--- config.mk ---
export PLATFORM = sky130hd
export DESIGN_NAME = fsd_queue
export DESIGN_NICKNAME = d
export VERILOG_FILES = /design/src/fsd_pkg.sv /design/src/fsd_queue.sv
export SDC_FILE = /design/constraint.sdc
export NUM_CORES = 1
export LEC_CHECK = 0
export ABC_AREA = 1
export ABC_CLOCK_PERIOD_IN_PS = 2400
export BUFFER_PORTS_ARGS = -buffer_cell sky130_fd_sc_hd__buf_2
export CORE_MARGIN = 10
export CORE_UTILIZATION = 30
export DETAILED_ROUTE_END_ITERATION = 7
export GPL_TIMING_DRIVEN = 0
export PLACE_DENSITY = 0.47
export SKIP_CTS_REPAIR_TIMING = 1
export SLEW_MARGIN = 5
export SYNTH_ARGS = -nofsm -noshare
export SYNTH_HDL_FRONTEND = slang
export SYNTH_SLANG_ARGS = --single-unit
export TNS_END_PERCENT = 1
--- constraint.sdc ---
create_clock -name i_clk -period 2.4 [get_ports i_clk]
set_clock_uncertainty 0.2 [all_clocks]
set_input_delay 0 -clock i_clk [delete_from_list [all_inputs] [get_ports i_clk]]
set_output_delay 0 -clock i_clk [all_outputs]
set_load 0.01 [all_outputs]
--- src/fsd_pkg.sv ---
package fsd_pkg;

    // geometry limits
    localparam int MAX_WIDTH   = 4096;
    localparam int LINE_AW     = $clog2(MAX_WIDTH);
    localparam int WIDTH_W     = 13;
    localparam int HEIGHT_W    = 16;
    localparam int CMP_W       = 18;
    localparam int CFG_DW      = 16;

    // pixel and error widths
    localparam int PIX_W       = 8;
    localparam int ERR_W       = 12;
    localparam int WIDE_W      = 16;

    // request queue between front and back
    localparam int QUEUE_DEPTH = 4;
    localparam int QUEUE_AW    = $clog2(QUEUE_DEPTH);

    typedef logic [PIX_W-1:0]           t_pixel;
    typedef logic [LINE_AW-1:0]         t_col;
    typedef logic [HEIGHT_W-1:0]        t_row;
    typedef logic signed [ERR_W-1:0]    t_err;
    typedef logic signed [WIDE_W-1:0]   t_wide;

    typedef enum logic [0:0] {
        CFG_WIDTH  = 1'b0,
        CFG_HEIGHT = 1'b1
    } t_cfg_idx;

    // classified pixel request
    typedef struct packed {
        t_pixel pixel;
        t_col   col;
        logic   first_row;
        logic   last_col;
        logic   last_row;
    } t_item;

    // quantizer constants
    localparam t_wide ON_THRESH = 16'sd128;
    localparam t_wide DOT_LEVEL = 16'sd255;
    localparam t_wide WT_RIGHT  = 16'sd7;
    localparam t_wide WT_BLEFT  = 16'sd3;
    localparam t_wide WT_BELOW  = 16'sd5;
    localparam int    SHARE_DIV = 16;
    localparam int    SHARE_SH  = $clog2(SHARE_DIV);
    localparam t_wide DIV_BIAS  = t_wide'(SHARE_DIV - 1);
    localparam t_wide ERR_MAX   = t_wide'((1 << (ERR_W - 1)) - 1);
    localparam t_wide ERR_MIN   = -t_wide'(1 << (ERR_W - 1));

    // clamp to the signed error range
    function automatic t_err sat_err(input t_wide v);
        t_err r;
        if (v > ERR_MAX) begin
            r = ERR_W'(ERR_MAX);
        end else if (v < ERR_MIN) begin
            r = ERR_W'(ERR_MIN);
        end else begin
            r = ERR_W'(v);
        end
        return r;
    endfunction

    // divide by sixteen, rounding toward zero
    function automatic t_wide div_share(input t_wide v);
        t_wide bias;
        bias = v[WIDE_W-1] ? DIV_BIAS : '0;
        return (v + bias) >>> SHARE_SH;
    endfunction

endpackage

--- src/fsd_queue.sv ---
module fsd_queue (
    input  logic            i_clk,
    input  logic            i_rst_n,
    input  fsd_pkg::t_item  i_item,
    input  logic            i_vld,
    output logic            o_rdy,
    output fsd_pkg::t_item  o_item,
    output logic            o_vld,
    input  logic            i_rdy
);
    import fsd_pkg::*;

    t_item                r_mem [QUEUE_DEPTH];
    logic [QUEUE_AW-1:0]  r_wptr, n_wptr;
    logic [QUEUE_AW-1:0]  r_rptr, n_rptr;
    logic [QUEUE_AW:0]    r_cnt, n_cnt;
    logic                 push;
    logic                 pop;

    assign o_rdy  = (r_cnt != (QUEUE_AW + 1)'(QUEUE_DEPTH));
    assign o_vld  = (r_cnt != '0);
    assign o_item = r_mem[r_rptr];
    assign push   = i_vld && o_rdy;
    assign pop    = o_vld && i_rdy;

    // storage
    always_ff @(posedge i_clk) begin
        if (push) begin
            r_mem[r_wptr] <= i_item;
        end
    end

    // pointers and fill level
    always_comb begin
        n_wptr = push ? r_wptr + QUEUE_AW'(1) : r_wptr;
        n_rptr = pop  ? r_rptr + QUEUE_AW'(1) : r_rptr;
        n_cnt  = r_cnt;
        if (push && !pop) begin
            n_cnt = r_cnt + (QUEUE_AW + 1)'(1);
        end else if (pop && !push) begin
            n_cnt = r_cnt - (QUEUE_AW + 1)'(1);
        end
    end

    always_ff @(posedge i_clk) begin
        if (!i_rst_n) begin
            r_wptr <= '0;
            r_rptr <= '0;
            r_cnt  <= '0;
        end else begin
            r_wptr <= n_wptr;
            r_rptr <= n_rptr;
            r_cnt  <= n_cnt;
        end
    end

endmodule

# Word-level counts from Yosys, hierarchy flattened
# Memory sizes are Yosys's and may differ from the RTL's. A register that Yosys moved wholly into a read port is not among the register bits.
# Cells that the tools add are included.
[word_totals]
ff_bits = 7
latchBits = 0
mem_bits_rw = 92
rom_bits = 0
input_bits = 27
out_inout_bits = 25
word_cells = 23
n_memories = 1
[op_classes]
add_sub_neg = 4
n_mul = 0
n_div = 0
magnitude_cmp = 0
n_eq_ne = 1
n_shift = 0
n_mux = 6
bitwise_logic = 0
n_reduce_logical = 8
[memory_table]
columns = ["name", "depth", "width", "read_ports", "rd_ports_with_merged_regs", "write_ports", "line_no", "text"]
rows = [
  ["r_mem", 4, 23, 1, 1, 1, "fsd_queue.sv:13", "t_item r_mem [QUEUE_DEPTH];"],
]
[ops]
columns = ["cell", "count"]
rows = [
  ["$mux 3", 2],
  ["$add 2x1->2 const B", 2],
  ["$logic_and 1x1->1", 4],
  ["$mux 2", 2],
  ["$add 3x1->3 const B", 1],
  ["$ne 3x3->1 const B", 1],
  ["$reduce_bool 3->1", 1],
  ["$sub 3x1->3 const B", 1],
  ["$logic_not 1->1", 2],
  ["$mux 1", 2],
  ["$reduce_bool 2->1", 1],
]

# Logic depth before layout (Yosys ltp)
[depth]
word_depth = 6
mapped_depth = 13
depth_no_buf = 13

# Worst setup path before layout
# Ideal clock, no wire load.
[synth_path]
kind = "reg2reg"
from = "register r_cnt[0]"
to = "memory r_mem[1][0] (netlist name) (enable)"
arrival_ns = 1.659
required_ns = 1.797
setup_slack_ns = 0.139
path_stages_with_launch = 5
path_buffers = 0
path_cell_list = "dfxtp_1 > nor2_4 > nand2_2 > nand2_2 > nor2_1"
[synth_between]
elab_chain_len = 4
[synth_lines]
columns = ["element", "line_no", "text"]
rows = [
  ["start, declared", "fsd_queue.sv:16", "logic [QUEUE_AW:0] r_cnt, n_cnt;"],
  ["start signal, assigned", "fsd_queue.sv:53", "r_cnt <= n_cnt;"],
  ["$ne 3x3->1", "fsd_queue.sv:20", "assign o_rdy = (r_cnt != (QUEUE_AW + 1)'(QUEUE_DEPTH));"],
  ["named net o_rdy", "fsd_queue.sv:6", "output logic o_rdy,"],
  ["$logic_and 1x1->1", "fsd_queue.sv:23", "assign push = i_vld && o_rdy;"],
  ["$mux 1", "fsd_queue.sv:28", "if (push) begin"],
  ["$mux 1 (not written as such)", "fsd_queue.sv:29", "r_mem[r_wptr] <= i_item;"],
  ["end, declared", "fsd_queue.sv:13", ""],
]
# The timed path passes the listed nets, and every way through them passes these cells.

# Worst setup path after layout
[layout_path]
from = "register r_cnt[1]"
to = "register r_cnt[1]"
[layout_between]
word_cells_on_any_way = 13
cone_classes = "add/sub: 2; eq/ne: 1; mux: 2; reduce/logical: 8"
[layout_rtl]
columns = ["element", "line_no", "text"]
rows = [
  ["$ne 3x3->1", "fsd_queue.sv:20", ""],
  ["$logic_and 1x1->1", "fsd_queue.sv:23", ""],
  ["named net push", "fsd_queue.sv:17", "logic push;"],
  ["$logic_and 1x1->1", "fsd_queue.sv:38", "if (push && !pop) begin"],
  ["$mux 3", "fsd_queue.sv:38", ""],
  ["named net n_cnt[1]", "fsd_queue.sv:16", ""],
]
# The timed path passes the listed nets, and every way through them passes these cells. The select of a mux whose other input is x is not followed.
# A chain may end at the register's enable or synchronous reset.

==> flow_summary.yaml <==
outcome:
  status: "complete, no violations"
sta:
  fin_setup_tns_ns: 0
  period_share_pct: 90.4
  period_minus_slack_ns: 2.17
  rsz0062_at_grt: "no"
  finalMaxSlewViolations: 0
  setup_viol_count_final: 0
  fin_ws_ns: 0.231
  relSlewSlack_pct: 45.9
  fmax_mhz: 461
  finalHoldViolCount: 0
  tightest_slew_ns: 0.809
logic_synthesis:
  synthCells: 290
  syn_nets: 323
  yosys_warnings: 0
  synthTopCellsByArea: "edfxtp_1, nor2_1, dfxtp_1, o21ai_0, o22ai_1"
  ys_types: 22
  synth_area_sq_um: 3930
  synth_seq_cells: 101
  synth_enable_flop_cells: 92
  ys_seq_area_share_pct: 74.9
  async_flop_share_pct: 0
  synth_ff_type: "edfxtp_1"
  yosysTopAreaCellShare_pct: 70.3
  yosysMostFrequentCell: "edfxtp_1"
  ys_top_cells_by_count: "edfxtp_1, nor2_1, o21ai_0"
  synth.largest_area_cell: "edfxtp_1"
  avgSynthCellArea_sq_um: 13.5
clock_tree:
  cts_root_buf: "clkbuf_16"
  cts_sinks: 101
  clock_latency_ns: 0.33
  clock_path_buffers: 2
  htreeDepth: 3
  cts_tree: "built"
  cts_buffers: 9
  clkTransAtPathRegs_ns: 0.06
placed_design:
  pre_cts_ws_ns: 0.238
  gp_congestion: 0.723
  postPlaceCellArea_sq_um: 4430
  port_buffers: 51
  dp_hpwl_microns: 5580
cells_and_area:
  nFillCells: 1253
  drive_gt1_share_pct: 22.7
  multiInputGateArea_sq_um: 840
  seqCellArea_sq_um: 2940
  fin_nets: 412
  antenna_cells: 0
  post-route-cell-area_sq_um: 4960
  syn2layout_area_growth_pct: 26.2
  fin_util_pct: 39.0
grt:
  grt_pass1_wl_microns: 13600
  antenna_found_initial: 0
  grt_pass1_vias: 2425
  track_usage_pct: 9.88
  grt_max_degree: 24
  grt-ovfl-total: 0
power_and_ir_drop:
  p_leak_uw: 0.00179
  p_per_area_nw_per_um2: 986
  ir_drop_mv: 0.440
critical_path:
  arrival_ns: 2.19
  r2r.worst_path.cells: 9
  worstSetupStartpointType: "register"
  rrSetupSlack_ns: 0.23
  r2r-start: "r_cnt[1]"
  path_class: "reg2reg"
  end_kind: "register"
  worst-path-max-fanout: 5
  crit-reg2reg-capture: "r_cnt[1]"
  worstPathRequired_ns: 2.43
floorplan:
  dieArea_sq_um: 18100
  io_pins: 52
  die_w_microns: 134
  die_h_microns: 134
  core_sq_um: 12700
  rows: 41
  start_util_pct: 30.9
worst_hold_path:
  min_path_cells: 2
  min_from: "i_item[13]"
  worstHoldPathType: "in2reg"
  worstHoldEndpoint: "r_mem[0][13]"
drt:
  wl_met2_microns: 4200
  drt_iter0_drc: 170
  drc_errors: 0
  vias: 2447
  route.met3.wl_microns: 458
  wl_per_cell_microns: 16.1
  highest_layer: "met4"
  route.final.wire_length_microns: 8940
  ant_nets: 0
  drt-pass1-iter-count: 4
  met1_length_microns: 4180
  avgViaCountPerCell: 4.41
run:
  drv_cap: 0
worst max-delay path, cell delays in order (launching register included):
cell     delay (ns)
dfxtp_1        0.36
nor2_4         0.15
nand2_2        0.09
nand2_2        0.22
inv_2          0.09
ha_1           0.22
inv_1          0.09
fa_1           0.42
o21ai_0        0.18
nor2_1         0.05
placed cells by master (no fill, tap or decap), drive strengths merged, types with 3 or more instances in the layout:
cell,synthesis,routed
dfxtp,9,9
buf,12,63
a21oi,3,3
o22ai,23,23
nor2,60,60
nand3,4,4
ha,5,5
edfxtp,92,92
clkinv,0,4
clkbuf,1,11
inv,16,16
dlygate4sd3,0,27
o21ai,47,47
nand2,15,15
layer usage:
metal | up-vias | GRT usage (%)
met5 | - | 0
met4 | 0 | 3.14
met3 | 9 | 4.00
met2 | 55 | 15.7
met1 | 1159 | 11.9
li1 | 1224 | -
how the worst max path moves through the flow:
stage / from / to / slack (ns) / depth (start not counted)
3_5_place_dp: r_cnt[1] / r_cnt[1] / 0.24 / 9
4_1_cts: r_cnt[1] / r_cnt[1] / 0.23 / 9
5_1_grt: r_cnt[0] / r_cnt[2] / 0.06 / 13
2_1_floorplan: r_cnt[0] / r_mem[1][0] / 0.14 / 4
6_report: r_cnt[1] / r_cnt[1] / 0.23 / 9
3_3_place_gp: r_cnt[0] / r_mem[0][13] / -0.83 / 4
where the power goes:
part / internal [uW] / switching [uW]
Combinational: 520 / 884
Sequential: 2140 / 79.1
Clock: 690 / 571
Total: 3350 / 1530
stage by stage:
step / power [uW] / hold slack [ns] / instances
global placement: 3640 / 0.0176 / 513
floorplan: 3090 / -0.101 / 290
global route: 5180 / 0.218 / 555
CTS: 4930 / -0.334 / 528
finish: 4890 / 0.218 / 555
detailed placement: 3670 / 0.0198 / 513
registers in the layout, indices dropped and copies added, names as in the netlist, named ones only:
name,count
r_cnt,3
r_mem,92
r_rptr,2
r_wptr,2
kinds of logic after synthesis:
group	Yosys count	synth area share (%)
AO/OA/AOI/OAI	73	10.0
XOR/XNOR	1	0.223
adder cells (fa/ha/maj)	6	2.10
buffers and inverters	29	4.46
flip-flops	101	74.9
AND/OR/NAND/NOR	80	8.25
cell type report:
cell class	count	share of cell area (%)
plain buffers	13	2.17
repair buffers	78	10.6
multi-input cells	160	16.9
well taps	172	4.34
inverters	16	1.36
clock inverters	5	0.581
flip-flops and latches	101	59.4
clock buffers	10	4.62
Note: power is estimated with default switching activity, not from simulation.
