[config.mk]
export PLATFORM = sky130hd
export DESIGN_NAME = fsd_front_flat
export DESIGN_NICKNAME = d
export VERILOG_FILES = /design/src/fsd_pkg.sv /design/src/fsd_pix_if.sv /design/src/fsd_front.sv /design/src/flat_wrapper.sv
export SDC_FILE = /design/constraint.sdc
export NUM_CORES = 1
export LEC_CHECK = 0
export BUFFER_PORTS_ARGS = -buffer_cell sky130_fd_sc_hd__buf_2
export CAP_MARGIN = 10
export CORE_UTILIZATION = 59
export DETAILED_ROUTE_END_ITERATION = 10
export PLACE_DENSITY = 0.83
export REMOVE_ABC_BUFFERS = 1
export SETUP_SLACK_MARGIN = 0.2
export SYNTH_ARGS = -nofsm -noshare
export SYNTH_HDL_FRONTEND = slang
export SYNTH_SLANG_ARGS = --single-unit
[constraint.sdc]
create_clock -name i_clk -period 5.4 [get_ports i_clk]
set_clock_uncertainty 0.1 [all_clocks]
set_input_delay 1.35 -clock i_clk [delete_from_list [all_inputs] [get_ports i_clk]]
set_output_delay 1.35 -clock i_clk [all_outputs]
set_load 0.005 [all_outputs]
[src/fsd_pkg.sv]
package fsd_pkg;

    // geometry limits
    localparam int MAX_WIDTH   = 4096;
    localparam int LINE_AW     = $clog2(MAX_WIDTH);
    localparam int WIDTH_W     = 13;
    localparam int HEIGHT_W    = 16;
    localparam int CMP_W       = 18;
    localparam int CFG_DW      = 16;

    // pixel and error widths
    localparam int PIX_W       = 8;
    localparam int ERR_W       = 12;
    localparam int WIDE_W      = 16;

    // request queue between front and back
    localparam int QUEUE_DEPTH = 4;
    localparam int QUEUE_AW    = $clog2(QUEUE_DEPTH);

    typedef logic [PIX_W-1:0]           t_pixel;
    typedef logic [LINE_AW-1:0]         t_col;
    typedef logic [HEIGHT_W-1:0]        t_row;
    typedef logic signed [ERR_W-1:0]    t_err;
    typedef logic signed [WIDE_W-1:0]   t_wide;

    typedef enum logic [0:0] {
        CFG_WIDTH  = 1'b0,
        CFG_HEIGHT = 1'b1
    } t_cfg_idx;

    // classified pixel request
    typedef struct packed {
        t_pixel pixel;
        t_col   col;
        logic   first_row;
        logic   last_col;
        logic   last_row;
    } t_item;

    // quantizer constants
    localparam t_wide ON_THRESH = 16'sd128;
    localparam t_wide DOT_LEVEL = 16'sd255;
    localparam t_wide WT_RIGHT  = 16'sd7;
    localparam t_wide WT_BLEFT  = 16'sd3;
    localparam t_wide WT_BELOW  = 16'sd5;
    localparam int    SHARE_DIV = 16;
    localparam int    SHARE_SH  = $clog2(SHARE_DIV);
    localparam t_wide DIV_BIAS  = t_wide'(SHARE_DIV - 1);
    localparam t_wide ERR_MAX   = t_wide'((1 << (ERR_W - 1)) - 1);
    localparam t_wide ERR_MIN   = -t_wide'(1 << (ERR_W - 1));

    // clamp to the signed error range
    function automatic t_err sat_err(input t_wide v);
        t_err r;
        if (v > ERR_MAX) begin
            r = ERR_W'(ERR_MAX);
        end else if (v < ERR_MIN) begin
            r = ERR_W'(ERR_MIN);
        end else begin
            r = ERR_W'(v);
        end
        return r;
    endfunction

    // divide by sixteen, rounding toward zero
    function automatic t_wide div_share(input t_wide v);
        t_wide bias;
        bias = v[WIDE_W-1] ? DIV_BIAS : '0;
        return (v + bias) >>> SHARE_SH;
    endfunction

endpackage

[src/fsd_pix_if.sv]
interface fsd_pix_if;
    import fsd_pkg::*;

    logic   valid;
    logic   ready;
    t_pixel pixel_in;

    modport source(output valid, output pixel_in, input ready);
    modport sink(input valid, input pixel_in, output ready);
endinterface

[src/fsd_front.sv]
module fsd_front (
    input  logic                          i_clk,
    input  logic                          i_rst_n,
    input  logic                          i_cfg_we,
    input  fsd_pkg::t_cfg_idx             i_cfg_idx,
    input  logic [fsd_pkg::CFG_DW-1:0]    i_cfg_data,
    fsd_pix_if.sink                       i_pix,
    output fsd_pkg::t_item                o_item,
    output logic                          o_item_vld,
    input  logic                          i_item_rdy
);
    import fsd_pkg::*;

    logic [WIDTH_W-1:0]  r_width;
    logic [HEIGHT_W-1:0] r_height;
    t_col                r_col, n_col;
    t_row                r_row, n_row;

    logic [CMP_W-1:0]    w_eff;
    logic [CMP_W-1:0]    h_eff;
    logic                last_col;
    logic                last_row;
    logic                accept;

    // configuration registers
    always_ff @(posedge i_clk) begin
        if (!i_rst_n) begin
            r_width  <= WIDTH_W'(640);
            r_height <= HEIGHT_W'(480);
        end else if (i_cfg_we) begin
            unique case (i_cfg_idx)
                CFG_WIDTH:  r_width  <= i_cfg_data[WIDTH_W-1:0];
                CFG_HEIGHT: r_height <= i_cfg_data[HEIGHT_W-1:0];
                default: ;
            endcase
        end
    end

    // effective geometry: zero means one, width capped at the line size
    always_comb begin
        if (r_width == '0) begin
            w_eff = CMP_W'(1);
        end else if (CMP_W'(r_width) > CMP_W'(MAX_WIDTH)) begin
            w_eff = CMP_W'(MAX_WIDTH);
        end else begin
            w_eff = CMP_W'(r_width);
        end
        h_eff = (r_height == '0) ? CMP_W'(1) : CMP_W'(r_height);
    end

    assign last_col = (CMP_W'(r_col) + CMP_W'(1)) >= w_eff;
    assign last_row = (CMP_W'(r_row) + CMP_W'(1)) >= h_eff;

    // handshake straight onto the queue
    assign i_pix.ready = i_item_rdy;
    assign o_item_vld  = i_pix.valid;
    assign accept      = i_pix.valid && i_item_rdy;

    always_comb begin
        o_item.pixel     = i_pix.pixel_in;
        o_item.col       = r_col;
        o_item.first_row = (r_row == '0);
        o_item.last_col  = last_col;
        o_item.last_row  = last_row;
    end

    // raster position counters
    always_comb begin
        n_col = r_col;
        n_row = r_row;
        if (accept) begin
            if (last_col) begin
                n_col = '0;
                n_row = last_row ? '0 : r_row + t_row'(1);
            end else begin
                n_col = r_col + t_col'(1);
            end
        end
    end

    always_ff @(posedge i_clk) begin
        if (!i_rst_n) begin
            r_col <= '0;
            r_row <= '0;
        end else begin
            r_col <= n_col;
            r_row <= n_row;
        end
    end

endmodule

[src/flat_wrapper.sv]
// flat-port wrapper written by rule: the top's interface ports become plain ports
module fsd_front_flat import fsd_pkg::*;
  (i_clk, i_rst_n, i_cfg_we, i_cfg_idx, i_cfg_data, o_item, o_item_vld, i_item_rdy, i_pix_valid, i_pix_pixel_in, i_pix_ready);
  fsd_pix_if i_pix_i ();
  input  logic i_clk;
  input  logic i_rst_n;
  input  logic i_cfg_we;
  input  fsd_pkg::t_cfg_idx i_cfg_idx;
  input  logic [fsd_pkg::CFG_DW-1:0] i_cfg_data;
  output fsd_pkg::t_item o_item;
  output logic o_item_vld;
  input  logic i_item_rdy;
  input wire logic [$bits(i_pix_i.valid)-1:0] i_pix_valid;
  input wire logic [$bits(i_pix_i.pixel_in)-1:0] i_pix_pixel_in;
  output wire logic [$bits(i_pix_i.ready)-1:0] i_pix_ready;
  assign i_pix_i.valid = i_pix_valid;
  assign i_pix_i.pixel_in = i_pix_pixel_in;
  assign i_pix_ready = i_pix_i.ready;
  fsd_front u_core (.i_clk(i_clk), .i_rst_n(i_rst_n), .i_cfg_we(i_cfg_we), .i_cfg_idx(i_cfg_idx), .i_cfg_data(i_cfg_data), .i_pix(i_pix_i), .o_item(o_item), .o_item_vld(o_item_vld), .i_item_rdy(i_item_rdy));
endmodule
== Yosys cells after proc, flatten, opt, wreduce, memory -nomap -nowiden ==
Cells that the tools add are included.
Word-level totals
  output and inout bits: 25
  latch bits: 0
  memory bits (read-only): 0
  logic and storage cells: 24
  memories: 0
  bits in registers: 57
  input bits: 30
  RAM bits: 0
Operators by class
  $mul: 0
  equality and inequality tests: 0
  add/subtract/negate cells: 4
  muxes and demuxes: 5
  $lt $le $gt $ge: 3
  bitwise gates (word level): 1
  divide/modulo/power cells: 0
  shift operators: 0
  reductions and logical operators: 7
Operators by type and width (count)
  18-bit greater-or-equal comparator: 2
  16-bit zero test: 2
  16-bit two-way mux: 2
  18-bit two-way mux: 1
  16-bit by 1-bit adder with 17-bit output, second input constant: 1
  16-bit by 1-bit adder with 16-bit output, second input constant: 1
  12-bit by 1-bit adder with 13-bit output, second input constant: 1
  13-bit greater-than comparator, second input constant: 1
  13-bit zero test: 1
  13-bit two-way mux: 1
  12-bit by 1-bit adder with 12-bit output, second input constant: 1
  12-bit two-way mux: 1
  2-bit AND reduction: 3
  1-bit logical AND: 1
  1-bit NOT: 1

== Longest topological paths before layout ==
Gate-level depths: netlist of the first run.
  depth in word-level cells: 5
  depth in mapped cells: 13
  mapped depth without buffers: 12

== Worst setup path after synthesis of the first run ==
No wires, ideal clock.
  path kind: register to output
  start: register u_core.r_row[2]
  end: output o_item[0] (netlist bit)
  cell stages (with the launch flop): 14
  path buffers: 4
  data required time: 3.950 ns
  setup slack: 1.286 ns
  data arrival time: 2.664 ns
  path through: dfxtp_1 -> buf_2 -> nand3_2 -> or2_1 -> buf_2 -> o21a_1 -> or2_2 -> ha_1 -> a21oi_1 -> o21bai_1 -> a211oi_1 -> buf_2 -> nand2_1 -> buf_4
On the way
  longest elaborated chain between the ends: 2
Ends and longest elaborated chain
  from (decl): RTL line fsd_front.sv:17  | t_row r_row, n_row;
  from (signal assigned): RTL line fsd_front.sv:87  | r_row <= n_row;
  16-bit by 1-bit adder with 17-bit output: RTL line fsd_front.sv:52  | assign last_row = (CMP_W'(r_row) + CMP_W'(1)) >= h_eff;
  18-bit greater-or-equal comparator: RTL line fsd_front.sv:52
  to (decl): RTL line flat_wrapper.sv:10  | output fsd_pkg::t_item o_item;
No other way between the ends.

==> flow_summary.json, run 1 <==
{
  "status": "completed",
  "power-per-cell-area_nw_per_um2": 259,
  "setup_violations": 0,
  "post-cts-setup-buffers": 0,
  "grt_pass1_vias": 3236,
  "worst_pin_slew_ns": 0.830,
  "dieWidth_um": 80.7,
  "cts_max_level": 3,
  "reg2reg_from": "u_core.r_col[0]",
  "period_minus_slack_ns": 4.69,
  "drt_pre_antenna_iters": 5,
  "start_kind": "register",
  "crit_buf_inv": 2,
  "drv_slew": 0,
  "cts.sinks": 57,
  "num_vias": 3474,
  "io_pins": 55,
  "async_reset_ff_share_pct": 0,
  "switching_power_mw": 0.285,
  "crit_family": "simple AND/OR/NAND/NOR gates",
  "port_buffers": 38,
  "hold_viol_final": 0,
  "drc_errors": 0,
  "cts-resized-gates": 0,
  "antenna_found_initial": 0,
  "netlist_area_um2": 3650,
  "dieArea_um2": 6510,
  "die_h_um": 80.7,
  "relSlewSlack_pct": 44.5,
  "fmax_mhz": 213,
  "synthCells": 482,
  "drtIter0Drc": 312,
  "grt_max_degree": 50,
  "grt_pass1_wl_mm": 14.6,
  "post-route-util_pct": 66.7,
  "worstReg2RegEnd": "u_core.r_row[11]",
  "detail_route.vias_per_cell": 6.05,
  "cp.arrival_ns": 3.24,
  "cts_tree": "built",
  "fin_setup_tns_ns": 0,
  "core-area_um2": 5960,
  "slowest_stage": "dfxtp_1",
  "drv_cap": 0,
  "final_nets": 556,
  "rows": 28,
  "dp.cells": 558,
  "wl_per_cell_um": 15.4,
  "synth_cell_types": 49,
  "clockBufferDepth": 2,
  "power_frac_seq_pct": 43.9,
  "rsz0062_at_grt": "no",
  "antenna_left": 0,
  "yosysWarnings": 0,
  "setup_ws_ns": 0.706,
  "root_buffer": "clkbuf_8",
  "pre_cts_ws_ns": 1.16,
  "endpoint_kind": "output pin",
  "worstRegToRegCells": 12,
  "rrSetupSlack_ns": 1.98,
  "crit_chain": "nand4_1 -> nor3_1 -> nand4_1 -> xnor2_1 -> ha_1 -> nand4_1 -> o21bai_1 -> a211oi_2 -> buf_4 -> nand2_1 -> buf_2",
  "antenna_cells": 0,
  "syn_avg_cell_area_um2": 7.57,
  "synthToLayoutAreaGrowth_pct": 8.81,
  "hpwl_mm": 6.09,
  "combinationalPowerShare_pct": 11.0,
  "switching_share_pct": 27.7,
  "cts-hold-fix-buffers": 0,
  "clockPowerShare_pct": 45.1,
  "p_int_mw": 0.744,
  "cts.clk_slew.worst_paths_ns": 0.07,
  "synth-seq-cells": 57,
  "seq_area_frac_synth_pct": 31.3,
  "p_leak_nw": 1.65,
  "required_ns": 3.95,
  "vdd_ir_drop_max_v": 0.000246,
  "gp_congestion": 0.861,
  "critPathMaxStageDelay_ns": 0.49,
  "criticalPathCategory": "reg -> out",
  "min_to": "u_core.r_height[0]",
  "track_usage_pct": 29.3,
  "timing.final.crit_share_pct": 86.9,
  "synth_ff_type": "dfxtp_1",
  "start_util_pct": 61.3,
  "hold_class": "reg -> reg",
  "layout-drive-gt1-share_pct": 13.8,
  "worstSkewPairLatency_ns": 0.36,
  "crit_fanout": 22,
  "synth_edf_count": 0,
  "hold_depth": 2,
  "totalWireLength_mm": 8.83,
  "min_from": "u_core.r_height[0]",
  "grt.overflow.total": 0,
  "stdcell_count": 574,
  "cts_buffers": 9,
  "cp_common_cell": "nand4_1"
}
-- stage by stage --
step           power (mW)  cell area (µm²)  hold slack, ns
6_report             1.03             3970           0.373
5_1_grt              1.07             3970           0.394
4_1_cts              1.03             3970           0.375
3_5_place_dp        0.571             3750           0.363
3_3_place_gp        0.566             3750           0.355
2_1_floorplan       0.529             3430           0.336
-- power by group through the flow --
stage                     logic [mW]  clock network [mW]  registers, mW
after floorplan               0.0723                   0          0.457
after global placement         0.106                   0          0.460
after detailed placement       0.110                   0          0.461
after CTS                      0.112               0.465          0.451
after global routing           0.126               0.488          0.454
final                          0.113               0.464          0.452
-- layout make-up --
class,instances,area (µm²)
clock inverters,7,103
multi-input cells,361,2200
inverters,23,86.3
fillers,504,1980
well taps,75,93.8
flip-flops and latches,57,1140
repair buffers,42,220
clock buffers,9,124
-- worst min-delay path: stages, from the launching register on --
cell and delay, ns:
dfxtp_1 0.31, nand2_1 0.06, a21oi_1 0.06
-- Yosys cell counts, types with 6 or more instances --
cell / count / area share, %
nor4_1: 7 / 1.2
dfxtp_1: 57 / 31
o21a_1: 6 / 1.2
nand4_1: 29 / 5.0
xor2_1: 10 / 2.4
buf_2: 12 / 1.6
ha_1: 32 / 11
nor2_1: 16 / 1.6
a21oi_1: 54 / 7.4
nand3_1: 16 / 2.2
inv_1: 23 / 2.4
nand2_1: 106 / 11
xnor2_1: 13 / 3.1
clkbuf_1: 16 / 1.6
nor3_1: 8 / 1.1
buf_4: 12 / 2.5
-- layout by cell type (no fill, tap or decap), types with 5 or more instances in the layout --
cell type / instances
a21oi_1: 54
ha_1: 32
nor4_1: 7
nor2_1: 16
xnor2_1: 13
buf_2: 38
xor2_1: 10
o22ai_1: 5
nand3_1: 16
clkbuf_8: 9
inv_1: 23
a31oi_1: 5
or3_1: 5
nand4_1: 29
nand2_1: 106
nor3_1: 8
dfxtp_1: 57
o21a_1: 6
-- state kept, by name (all words and copies together) (netlist names) --
name and count:
u_core.r_height 16, u_core.r_row 16, u_core.r_width 13, u_core.r_col 12
-- metal layers --
metal | GRT usage, % | up-vias | wire length [µm]
met5 | 0 | - | 0
met4 | 10.4 | 0 | 178
li1 | - | 1702 | -
met3 | 10.5 | 23 | 606
met1 | 35.2 | 1598 | 3840
met2 | 47.8 | 151 | 4210
-- cell families after synthesis --
| group | Yosys count | share of synthesized area [%] |
|---|---|---|
| AO/OA/AOI/OAI | 94 | 15.9 |
| AND/OR/NAND/NOR | 211 | 27.6 |
| buffers and inverters | 64 | 8.50 |
| multiplexers | 1 | 0.308 |
| XOR/XNOR | 23 | 5.52 |
| flip-flops | 57 | 31.3 |
| adder cells (fa/ha/maj) | 32 | 11.0 |
-- how the worst max path moves through the flow --
| stage | slack (ns) | end | cells past startpoint | start |
|---|---|---|---|---|
| after detailed placement | 1.16 | o_item[0] | 11 | u_core.r_row[7] |
| after floorplan | 0.60 | o_item[0] | 9 | u_core.r_row[2] |
| after global placement | 1.26 | o_item[0] | 11 | u_core.r_row[4] |
| final | 0.71 | o_item[0] | 11 | u_core.r_row[7] |
| after global routing | 0.50 | o_item[0] | 11 | u_core.r_row[7] |
| after CTS | 0.77 | o_item[0] | 11 | u_core.r_row[7] |
Note: power is estimated with default switching activity, not from simulation.
==> inputs of run 2 (changes only) <==
--- a/config.mk
+++ b/config.mk
@@ -7,9 +7,11 @@
 export LEC_CHECK = 0
 export BUFFER_PORTS_ARGS = -buffer_cell sky130_fd_sc_hd__buf_2
 export CAP_MARGIN = 10
-export CORE_UTILIZATION = 59
+export CELL_PAD_IN_SITES_DETAIL_PLACEMENT = 2
+export CELL_PAD_IN_SITES_GLOBAL_PLACEMENT = 2
+export CORE_UTILIZATION = 35
 export DETAILED_ROUTE_END_ITERATION = 10
-export PLACE_DENSITY = 0.83
+export PLACE_DENSITY = 0.85
 export REMOVE_ABC_BUFFERS = 1
 export SETUP_SLACK_MARGIN = 0.2
 export SYNTH_ARGS = -nofsm -noshare
==> run 2 against run 1 <==
Compared with the run above:
- clock power is 3% higher
- routed wire length is 36% higher
- total power is 2.4% higher
- worst hold slack better by 0.0090 ns
- via count is 3.1% higher
- die area is 67% higher
- non-clock buffer count stayed put
==> flow_summary.json, run 2 (synthesis results as in run 1) <==
{
  "status": "completed",
  "switching_power_mw": 0.309,
  "dieArea_um2": 10800,
  "hold_viol_final": 0,
  "drv_cap": 0,
  "relSlewSlack_pct": 39.3,
  "antenna_found_initial": 0,
  "drt_pre_antenna_iters": 4,
  "core-area_um2": 9950,
  "rsz0062_at_grt": "no",
  "wl_per_cell_um": 19.0,
  "grt_max_degree": 40,
  "crit_chain": "nand3_1 -> nor3_1 -> nand3_1 -> xnor2_1 -> ha_1 -> a21o_1 -> a21oi_1 -> o21ai_1 -> a21oi_1 -> buf_4 -> inv_1 -> buf_2",
  "grt.overflow.total": 0,
  "setup_violations": 0,
  "drv_slew": 0,
  "top_regs": "u_core.r_height: 16 flops, u_core.r_row: 16 flops, u_core.r_width: 13 flops",
  "gp_congestion": 0.777,
  "worstSkewPairLatency_ns": 0.37,
  "final_common_cell": "nand2_1",
  "endpoint_kind": "output pin",
  "num_vias": 3583,
  "slowest_stage": "dfxtp_1",
  "criticalPathCategory": "reg -> out",
  "post_dp_cell_area_um2": 3820,
  "fillers": 1152,
  "cp.arrival_ns": 3.35,
  "clockBufferDepth": 2,
  "crit_fanout": 12,
  "hold_class": "reg -> reg",
  "period_minus_slack_ns": 4.80,
  "root_buffer": "clkbuf_8",
  "crit_family": "simple AND/OR/NAND/NOR gates",
  "clockPowerShare_pct": 45.4,
  "combinationalPowerShare_pct": 11.5,
  "die_h_um": 104,
  "cts.sinks": 57,
  "power_frac_seq_pct": 43.0,
  "layout-drive-gt1-share_pct": 13.8,
  "final_nets": 556,
  "vdd_ir_drop_max_v": 0.000169,
  "io_pins": 55,
  "hpwl_mm": 8.43,
  "cp-startpoint": "u_core.r_col[2]",
  "track_usage_pct": 23.2,
  "critPathCapture": "o_item[1]",
  "crit_buf_inv": 3,
  "whs_ns": 0.382,
  "cts_buffers": 9,
  "required_ns": 3.95,
  "critical_path_cell_count": 12,
  "antenna_left": 0,
  "detail_route.vias_per_cell": 5.67,
  "totalWireLength_mm": 12.0,
  "grt_pass1_vias": 3865,
  "grt_pass1_wl_mm": 19.7,
  "power-per-cell-area_nw_per_um2": 260,
  "rrSetupSlack_ns": 1.77,
  "p_leak_nw": 1.65,
  "cts_max_level": 3,
  "worst_pin_slew_ns": 0.908,
  "final_cell_mix": "106 x nand2_1, 57 x dfxtp_1, 54 x a21oi_1, 38 x buf_2, 32 x ha_1",
  "cts-hold-fix-buffers": 0,
  "critPathMaxStageDelay_ns": 0.44,
  "start_kind": "register",
  "fin_area_um2": 4050,
  "synthToLayoutAreaGrowth_pct": 10.8,
  "cts-resized-gates": 0,
  "post-cts-setup-buffers": 0,
  "reg2reg_from": "u_core.r_col[2]",
  "rows": 36,
  "p_int_mw": 0.745,
  "timing.final.crit_share_pct": 88.8,
  "start_util_pct": 36.7,
  "fin_setup_tns_ns": 0,
  "switching_share_pct": 29.3,
  "ff_latch_area_um2": 1140,
  "port_buffers": 38,
  "dieWidth_um": 104,
  "p_total_mw": 1.05,
  "fmax_mhz": 208,
  "drtIter0Drc": 96,
  "antenna_cells": 0,
  "multi_input_area_um2": 2200,
  "drc_errors": 0,
  "worstRegToRegCells": 11,
  "worstReg2RegEnd": "u_core.r_row[7]",
  "cts.clk_slew.worst_paths_ns": 0.08,
  "cts_tree": "built"
}
## run 2: cell counts in the layout (fill, tap and decap cells not counted)
No cell type changed its count.
## run 2: worst register-to-register path: stages, from the launching register on
cell,delay (ns)
dfxtp_1,0.44
nand3_1,0.26
nor3_1,0.40
nand3_1,0.17
xnor2_1,0.25
ha_1,0.29
a21o_1,0.19
a21oi_1,0.26
o22a_1,0.25
o21a_1,0.61
nand2_1,0.14
a31oi_1,0.20
## run 2: layout make-up
class / count / area share, %
clock buffer: 9 / 3.06
clock inverter: 7 / 2.54
multi-input combinational: 361 / 54.5
tap: 133 / 4.11
inverter: 23 / 2.13
sequential: 57 / 28.2
timing repair buffer: 42 / 5.44
## run 2: layer usage
layer  GRT usage [%]  share of wire (%)  vias to the layer above
met2            39.1                 48                       81
met4            10.6                2.7                        0
met1            28.2                 45                     1775
met5               0                  0                        -
li1                -                  -                     1699
met3            4.64                3.5                       28
## run 2: per-stage QoR
step                      worst slack [ns]  std cells  util (%)
after floorplan                      0.600        441         -
after CTS                            0.601        632      40.6
after global routing                 0.413        632      40.6
after detailed placement              1.21        616      38.4
final                                0.603        632      40.6
after global placement                1.32        616      38.4
## run 2: worst min-delay path by stage
stage                                   start             endpoint  slack [ns]  cells past startpoint
final                     u_core.r_height[13]  u_core.r_height[13]        0.38                      2
after global routing       u_core.r_height[0]   u_core.r_height[0]        0.41                      2
after CTS                 u_core.r_height[13]  u_core.r_height[13]        0.38                      2
after detailed placement   u_core.r_height[0]   u_core.r_height[0]        0.37                      2
after global placement     u_core.r_height[0]   u_core.r_height[0]        0.36                      2
after floorplan             u_core.r_width[0]    u_core.r_width[0]        0.34                      2
## run 2: power groups by stage
stage,clock network (mW),logic (mW),registers [mW]
detailed placement,0,0.120,0.463
finish,0.479,0.121,0.453
global placement,0,0.113,0.461
floorplan,0,0.0723,0.457
CTS,0.487,0.123,0.453
global route,0.501,0.136,0.455
